<file path="config.mk">
export PLATFORM = sky130hd
export DESIGN_NAME = loop_erased_walk_builder_top
export DESIGN_NICKNAME = d
export VERILOG_FILES = /design/src/lew_pkg.sv /design/src/lew_store.sv /design/src/loop_erased_walk_builder_top.sv
export VERILOG_INCLUDE_DIRS = /design/src /design/src/src
export SDC_FILE = /design/constraint.sdc
export NUM_CORES = 2
export LEC_CHECK = 0
export BUFFER_PORTS_ARGS = -buffer_cell sky130_fd_sc_hd__buf_2
export CORE_MARGIN = 5
export CORE_UTILIZATION = 63
export CTS_CLUSTER_DIAMETER = 50
export DETAILED_ROUTE_END_ITERATION = 7
export PLACE_DENSITY = 0.79
export SLEW_MARGIN = 10
export SYNTH_ARGS = -nofsm -noshare
export SYNTH_HDL_FRONTEND = slang
export SYNTH_SLANG_ARGS = --single-unit
</file>
<file path="constraint.sdc">
create_clock -name clk -period 7.3 [get_ports clk]
set_input_delay 0.365 -clock clk [delete_from_list [all_inputs] [get_ports clk]]
set_output_delay 0.365 -clock clk [all_outputs]
set_load 0.1 [all_outputs]
</file>
<file path="src/assert_macros.svh">
// assertion macros shared by the rtl
`ifndef ASSERT_MACROS_SVH
`define ASSERT_MACROS_SVH
// implication checked on every rising clock edge outside reset
`define CHK_IMPL(label, clk, rst_n, cond, prop, msg) \
  label: assert property (@(posedge clk) disable iff (!rst_n) (cond) |-> (prop)) \
    else $error(msg);
// implication checked in the cycle after the condition
`define CHK_NEXT(label, clk, rst_n, cond, prop, msg) \
  label: assert property (@(posedge clk) disable iff (!rst_n) (cond) |=> (prop)) \
    else $error(msg);
`endif

</file>
<file path="src/lew_pkg.sv">
// shared types and constants of the loop-erased walk builder
package lew_pkg;
  localparam int MaxSteps = 64;
  localparam int MaxDim = 3;
  localparam int PosBits = 24;
  localparam int AxisBits = PosBits / MaxDim;
  localparam int IdxBits = $clog2(MaxSteps);
  localparam int LenBits = $clog2(MaxSteps + 1);

  typedef logic [PosBits-1:0] pos_t;
  typedef logic [IdxBits-1:0] idx_t;
  typedef logic [LenBits-1:0] len_t;

  localparam logic [1:0] StExtend = 2'd0;
  localparam logic [1:0] StLoop = 2'd1;
  localparam logic [1:0] StOrigin = 2'd2;
  localparam logic [1:0] StIgnore = 2'd3;

  localparam logic CfgDims = 1'b0;
  localparam logic CfgTarget = 1'b1;

  // store write request
  typedef struct packed {
    logic we;
    idx_t addr;
    pos_t pos;
    logic [2:0] dir;
  } wr_req_t;

  // move the head one unit along one axis, wrapping per coordinate
  function automatic pos_t move_one(pos_t pos, logic [1:0] axis, logic minus);
    pos_t res;
    logic [AxisBits-1:0] f;
    res = pos;
    for (int a = 0; a < MaxDim; a++) begin
      if (axis == a[1:0]) begin
        f = pos[a*AxisBits +: AxisBits];
        f = minus ? f - 1'b1 : f + 1'b1;
        res[a*AxisBits +: AxisBits] = f;
      end
    end
    return res;
  endfunction
endpackage

</file>
<file path="src/lew_store.sv">
// walk step and position memories, one write and one registered read port
module lew_store (
  input  logic            clk,
  input  lew_pkg::wr_req_t wr,
  input  lew_pkg::idx_t   rd_addr,
  output lew_pkg::pos_t   rd_pos
);
  import lew_pkg::*;

  pos_t       pos_mem [MaxSteps];
  logic [2:0] step_mem [MaxSteps];

  // write port
  always_ff @(posedge clk) begin
    if (wr.we) begin
      pos_mem[wr.addr] <= wr.pos;
      step_mem[wr.addr] <= wr.dir;
    end
  end

  // registered read of positions
  always_ff @(posedge clk) begin
    rd_pos <= pos_mem[rd_addr];
  end
endmodule

</file>
<file path="src/loop_erased_walk_builder_top.sv">
// top level of the loop-erased walk builder
// One word in, one result out. A step searches the walk for the new position
// one entry at a time and passes through the search state even on an empty
// walk; the position memory has one read port and the search reads one entry
// per cycle. busy stays high through the cycle of the result strobe; the
// result is shown for one cycle and cannot be stalled. Ignored directions and
// returns to the origin skip the search and go straight to the result.
module loop_erased_walk_builder_top (
  input  logic       clk,
  input  logic       rst_n,
  input  logic       start,
  output logic       busy,
  input  logic [2:0] in_direction,
  output logic       out_valid,
  output logic [1:0] out_status,
  output logic [6:0] out_walk_length,
  output logic       out_complete,
  input  logic       cfg_valid,
  output logic       cfg_ready,
  input  logic       cfg_index,
  input  logic [6:0] cfg_data
);
  import lew_pkg::*;
  `include "assert_macros.svh"

  typedef enum logic [2:0] {
    S_IDLE = 3'b001,
    S_SRCH = 3'b010,
    S_DONE = 3'b100
  } state_t;

  state_t state_r, state_nxt;
  logic [1:0] dims_r;
  logic [6:0] target_r;
  pos_t head_r, head_nxt, p_r, p_nxt;
  len_t len_r, len_nxt, k_r, k_nxt;
  logic [2:0] dir_r, dir_nxt;
  logic out_valid_r, out_valid_nxt;
  logic [1:0] status_r, status_nxt;
  logic [6:0] olen_r, olen_nxt;
  logic cmpl_r, cmpl_nxt;
  wr_req_t wr;
  idx_t rd_addr;
  pos_t rd_pos;
  logic rd_ok_r, rd_ok_nxt;
  logic [1:0] dims_eff;
  len_t target_eff;
  pos_t p_new;

  lew_store u_store (.clk(clk), .wr(wr), .rd_addr(rd_addr), .rd_pos(rd_pos));

  assign cfg_ready = 1'b1;
  assign busy = (state_r != S_IDLE);
  assign out_valid = out_valid_r;
  assign out_status = status_r;
  assign out_walk_length = olen_r;
  assign out_complete = cmpl_r;

  // effective configuration
  always_comb begin
    dims_eff = (dims_r > 2'(MaxDim)) ? 2'(MaxDim) : dims_r;
    if (target_r == 7'd0) target_eff = len_t'(1);
    else if (32'(target_r) > MaxSteps) target_eff = len_t'(MaxSteps);
    else target_eff = len_t'(target_r);
  end

  assign p_new = move_one(head_r, in_direction[2:1], in_direction[0]);

  // configuration registers
  always_ff @(posedge clk) begin
    if (!rst_n) begin
      dims_r <= 2'd2;
      target_r <= 7'd64;
    end else if (cfg_valid && cfg_ready) begin
      if (cfg_index == CfgDims) dims_r <= cfg_data[1:0];
      else target_r <= cfg_data;
    end
  end

  // step sequencer
  always_comb begin
    state_nxt = state_r;
    head_nxt = head_r;
    len_nxt = len_r;
    k_nxt = k_r;
    p_nxt = p_r;
    dir_nxt = dir_r;
    rd_ok_nxt = 1'b0;
    out_valid_nxt = 1'b0;
    status_nxt = status_r;
    olen_nxt = olen_r;
    cmpl_nxt = 1'b0;
    wr = '0;
    rd_addr = k_r[IdxBits-1:0];
    unique case (state_r)
      S_IDLE: begin
        rd_addr = '0;
        if (start) begin
          dir_nxt = in_direction;
          p_nxt = p_new;
          k_nxt = '0;
          if ({1'b0, in_direction[2:1]} >= {1'b0, dims_eff}) begin
            status_nxt = StIgnore;
            olen_nxt = 7'(len_r);
            state_nxt = S_DONE;
            out_valid_nxt = 1'b1;
          end else if (p_new == '0) begin
            status_nxt = StOrigin;
            olen_nxt = '0;
            len_nxt = '0;
            head_nxt = '0;
            cmpl_nxt = (target_eff == '0);
            state_nxt = S_DONE;
            out_valid_nxt = 1'b1;
          end else begin
            rd_ok_nxt = 1'b1;
            k_nxt = len_t'(1);
            state_nxt = S_SRCH;
          end
        end
      end
      S_SRCH: begin
        // rd_pos holds entry k_r-1
        if (rd_ok_r && (k_r <= len_r) && rd_pos == p_r) begin
          len_nxt = k_r;
          head_nxt = p_r;
          status_nxt = StLoop;
          olen_nxt = 7'(k_r);
          state_nxt = S_DONE;
          out_valid_nxt = 1'b1;
        end else if (k_r >= len_r || k_r == '0) begin
          head_nxt = p_r;
          status_nxt = StExtend;
          if (32'(len_r) < MaxSteps) begin
            wr.we = 1'b1;
            wr.addr = len_r[IdxBits-1:0];
            wr.pos = p_r;
            wr.dir = dir_r;
            len_nxt = len_r + 1'b1;
            olen_nxt = 7'(len_r + 1'b1);
          end else begin
            olen_nxt = 7'(len_r);
          end
          state_nxt = S_DONE;
          out_valid_nxt = 1'b1;
        end else begin
          rd_ok_nxt = 1'b1;
          k_nxt = k_r + 1'b1;
        end
        if (k_r == '0) begin
          rd_ok_nxt = 1'b1;
          k_nxt = len_t'(1);
          state_nxt = S_SRCH;
          out_valid_nxt = 1'b0;
          wr = '0;
          len_nxt = len_r;
          head_nxt = head_r;
        end
        // completion check
        if (out_valid_nxt && 7'(len_nxt) >= 7'(target_eff)) begin
          cmpl_nxt = 1'b1;
          len_nxt = '0;
          head_nxt = '0;
        end
      end
      S_DONE: begin
        state_nxt = S_IDLE;
      end
      default: state_nxt = S_IDLE;
    endcase
  end

  always_ff @(posedge clk) begin
    if (!rst_n) begin
      state_r <= S_IDLE;
      head_r <= '0;
      len_r <= '0;
      out_valid_r <= 1'b0;
      cmpl_r <= 1'b0;
      rd_ok_r <= 1'b0;
    end else begin
      state_r <= state_nxt;
      head_r <= head_nxt;
      len_r <= len_nxt;
      out_valid_r <= out_valid_nxt;
      cmpl_r <= cmpl_nxt;
      rd_ok_r <= rd_ok_nxt;
    end
  end

  always_ff @(posedge clk) begin
    k_r <= k_nxt;
    p_r <= p_nxt;
    dir_r <= dir_nxt;
    status_r <= status_nxt;
    olen_r <= olen_nxt;
  end

  `CHK_IMPL(a_len_max, clk, rst_n, 1'b1, 32'(len_r) <= MaxSteps, "walk length overflow")
  `CHK_IMPL(a_cmpl_strobe, clk, rst_n, out_complete, out_valid, "complete without strobe")
  `CHK_NEXT(a_cmpl_restart, clk, rst_n, out_valid_nxt && cmpl_nxt, len_r == '0 && head_r == '0,
            "walk not restarted")
  `CHK_IMPL(a_busy_strobe, clk, rst_n, out_valid, state_r == S_DONE, "strobe outside done")
endmodule
</file>
==> results.md <==
* Worst-path cell chain: inv_1 > ha_1 > nand4_1 > a21oi_1 > o22ai_1 > and2_1 > o21ai_0 > a211oi_1 > inv_1 > ha_1 > a21o_1 > a31oi_1 > o21ai_0 > a31oi_1 > o211a_1 > a41oi_2 > a211o_1 > o32ai_1
* Distinct cells, synth at 75
* Post-synth top flop: edfxtp_1
* Worst Tran Pin Value at 1300 ps
* Crit-path max cell delay at 900 ps
* Via-per-instance ratio at 6.95
* Clock tree buffer depth at 3
* Worst setup path class: reg -> reg
* Number of synthesized register bits at 1646
* Grt total ovfl at 0
* Final setup fails at 0
* Row count at 120
* Area grow syn2layout at 10.9%
* Initial Util at 63.3%
* Fraction of layout cells with a size suffix above 1 at 13.1%
* Max Clock Freq at 0.163 GHz
* RSZ-0062 raised after global routing: false
* Register area at 0.0487 mm2
* Cell type with the highest aggregate area in the netlist: edfxtp_1
* Post-synth EDFFs at 1576
* Hold Crit Class: in -> reg
* CTS tree: built
* Critical path peak fanout at 24
* Vias in the first global route at 40930
* Slowest CP cell: a211o_1
* Syn Area/Cell at 14.9 um2
* Total track usage at 31.7%
* Most frequent cell after synthesis: edfxtp_1
* Final Hold Viols at 0
* Layout Cells excl Fill at 6075
* Initial antenna violation count at 7
* Fill cells at 6507
* Clock latency on the worst-skew pair at 780 ps
* Final period util at 84.2%
* Drt total wl at 182000 um
* Hpwl dp at 97200 um
* Overall power at 0.0201 W
* Max_slew headroom at 12.9%
* DRT Pass-1 Iters at 8
* Final Skew at 24.2 ps
* Gpl congestion at 0.911
* Max-slew violations at 0
* 1st-iter DRT viols at 6393
* CP top delay family: compound AO/OA/AOI/OAI gates
* Ys async rst share at 0%
* Post-DRT Antenna Nets at 0
* DP Cell Count at 5761
* Die Width at 338 um
* Post-CTS Setup Bufs at 0
* WP buf/inv at 2
* Full die area at 0.114 mm2
* Seq/Total Area, Yosys at 72.1%
* CP Data Required Time at 7880 ps
* Syn Nets at 4589
* Synth Warn # at 0
* Multi-input combinational cell area at 0.0176 mm2
* Post-Syn Area at 0.0676 mm2
* Drt wl/cell at 30.0 um
* Leak pwr at 24.1 nW
* IO Port Bufs at 26
* CTS Sinks at 1646
* Setup TNS at 0 ps
* Vias at 42197
* Worst Setup Start Kind: register
* Status: complete, no violations
* Pwr per Cell Area at 268 mW/mm2
* Largest net degree at the start of global routing at 189
* Final min period at 6150 ps
* Ranking of synthesized cells by area: edfxtp_1 (70%), a211oi_1 (4.1%), mux4_2 (3.2%)
* Total core area at 0.107 mm2
* Top cell type's share of synthesized area at 70.0%
* Clock slew at reported path FFs at 60 ps
* Synth cell count leaders: edfxtp_1 (1576), nand2_1 (446), a211oi_1 (369)
* Ports at 28
* Global-route wire length before repair at 264000 um
* Post-Synthesis Cells at 4533
* Crit. End Element: register
* Die height at 338 um
* Clock root buffer: clkbuf_16
* TritonCTS Buffers at 157
* Max IR drop VDD at 0.237 mV
* H-tree depth at 4
* Final Net Count at 4592
* Worst Path Arrival at 6730 ps
* Drt drc at 0
* Max Cap Viol at 0
-- path summary, 6_finish.rpt --
| check | cells past startpoint | startpoint | slack, ps | to |
|---|---|---|---|---|
| worst max-delay path | 18 | len_r[5] | 1150 | head_r[21] |
| worst min-delay path | 3 | cfg_valid | 70 | dims_r[1] |
| worst max register to register | 18 | len_r[5] | 1150 | head_r[21] |
| worst min register to register | 2 | dims_r[1] | 490 | dims_r[1] |
-- area by class of cell --
| class | count | area share [%] |
|---|---|---|
| flip-flops and latches | 1646 | 65.0 |
| inverters | 83 | 0.426 |
| well taps | 1403 | 2.34 |
| multi-input cells | 2464 | 23.5 |
| diodes | 5 | 0.0167 |
| clock buffers | 199 | 5.60 |
| clock inverters | 91 | 0.997 |
| repair buffers | 184 | 2.04 |
-- per-layer routing --
metal | share of wire (%) | wire [um] | GRT usage [%] | vias up
met5 | 0.0066 | 12 | 0 | -
met4 | 6.0 | 11000 | 16.8 | 2
met3 | 12 | 21900 | 7.15 | 533
met2 | 47 | 84700 | 49.2 | 2997
met1 | 35 | 64500 | 42.7 | 20898
li1 | - | - | - | 17767
-- cells in the final DEF (no fill, tap or decap), types with 99 or more instances in the layout --
cell,count
nand2_1,440
a21oi_1,124
mux2i_1,196
o22ai_1,104
buf_4,126
nand3_1,225
or3_1,99
edfxtp_1,1576
clkbuf_16,161
o21ai_0,125
a211oi_1,369
and3_1,104
-- registers in the layout, summed over array words and instances (netlist names), 2 cells and up --
register         flops
head_r              24
len_r                7
state_r              3
dims_r               2
out_status           2
target_r             7
out_walk_length      7
p_r                 24
k_r                  7
u_store.rd_pos      24
u_store.pos_mem   1536
-- kinds of logic after synthesis --
family / Yosys count / share of synthesized area, %
other cells: 1 / 0.00555
compound gates: 915 / 9.58
xor+xnor: 41 / 0.531
fa+ha+maj: 41 / 0.792
mux: 293 / 6.12
flops: 1646 / 72.1
simple gates: 1173 / 8.39
buf+inv: 423 / 2.47
-- report_power, final --
part | leakage, nW | internal [W] | total (W) | switching (W)
clock | 2.40 | 0.00437 | 0.00782 | 0.00344
sequential | 13.6 | 0.0103 | 0.0103 | 0.0000379
combinational | 8.09 | 0.000610 | 0.00198 | 0.00137
total | 24.1 | 0.0153 | 0.0201 | 0.00485
-- worst register-to-register path: stages, from the launching register on --
cell	delay [ps]
dfxtp_1	890
inv_1	220
ha_1	370
nand4_1	150
a21oi_1	60
o22ai_1	440
and2_1	500
o21ai_0	160
a211oi_1	380
inv_1	80
ha_1	310
a21o_1	120
a31oi_1	40
o21ai_0	170
a31oi_1	150
o211a_1	240
a41oi_2	540
a211o_1	900
o32ai_1	250
-- through the flow --
step	hold WS [ps]	util (%)	area (um2)	setup WS (ps)
global placement	469	65.4	69800	1300
floorplan	443	-	67600	1370
global route	75.7	70.2	74900	718
CTS	4.57	70.2	74900	1290
finish	65.3	70.2	74900	1150
detailed placement	483	65.4	69800	1310
-- repair_timing --
| action | in CTS | in global routing |
|---|---|---|
| hold buffers | 19 | 0 |
| setup endpoints to repair | 0 | 0 |
| hold endpoints to repair | 14 | 0 |
| resized for setup | 0 | 0 |
Power figures use the tool's default switching activity.
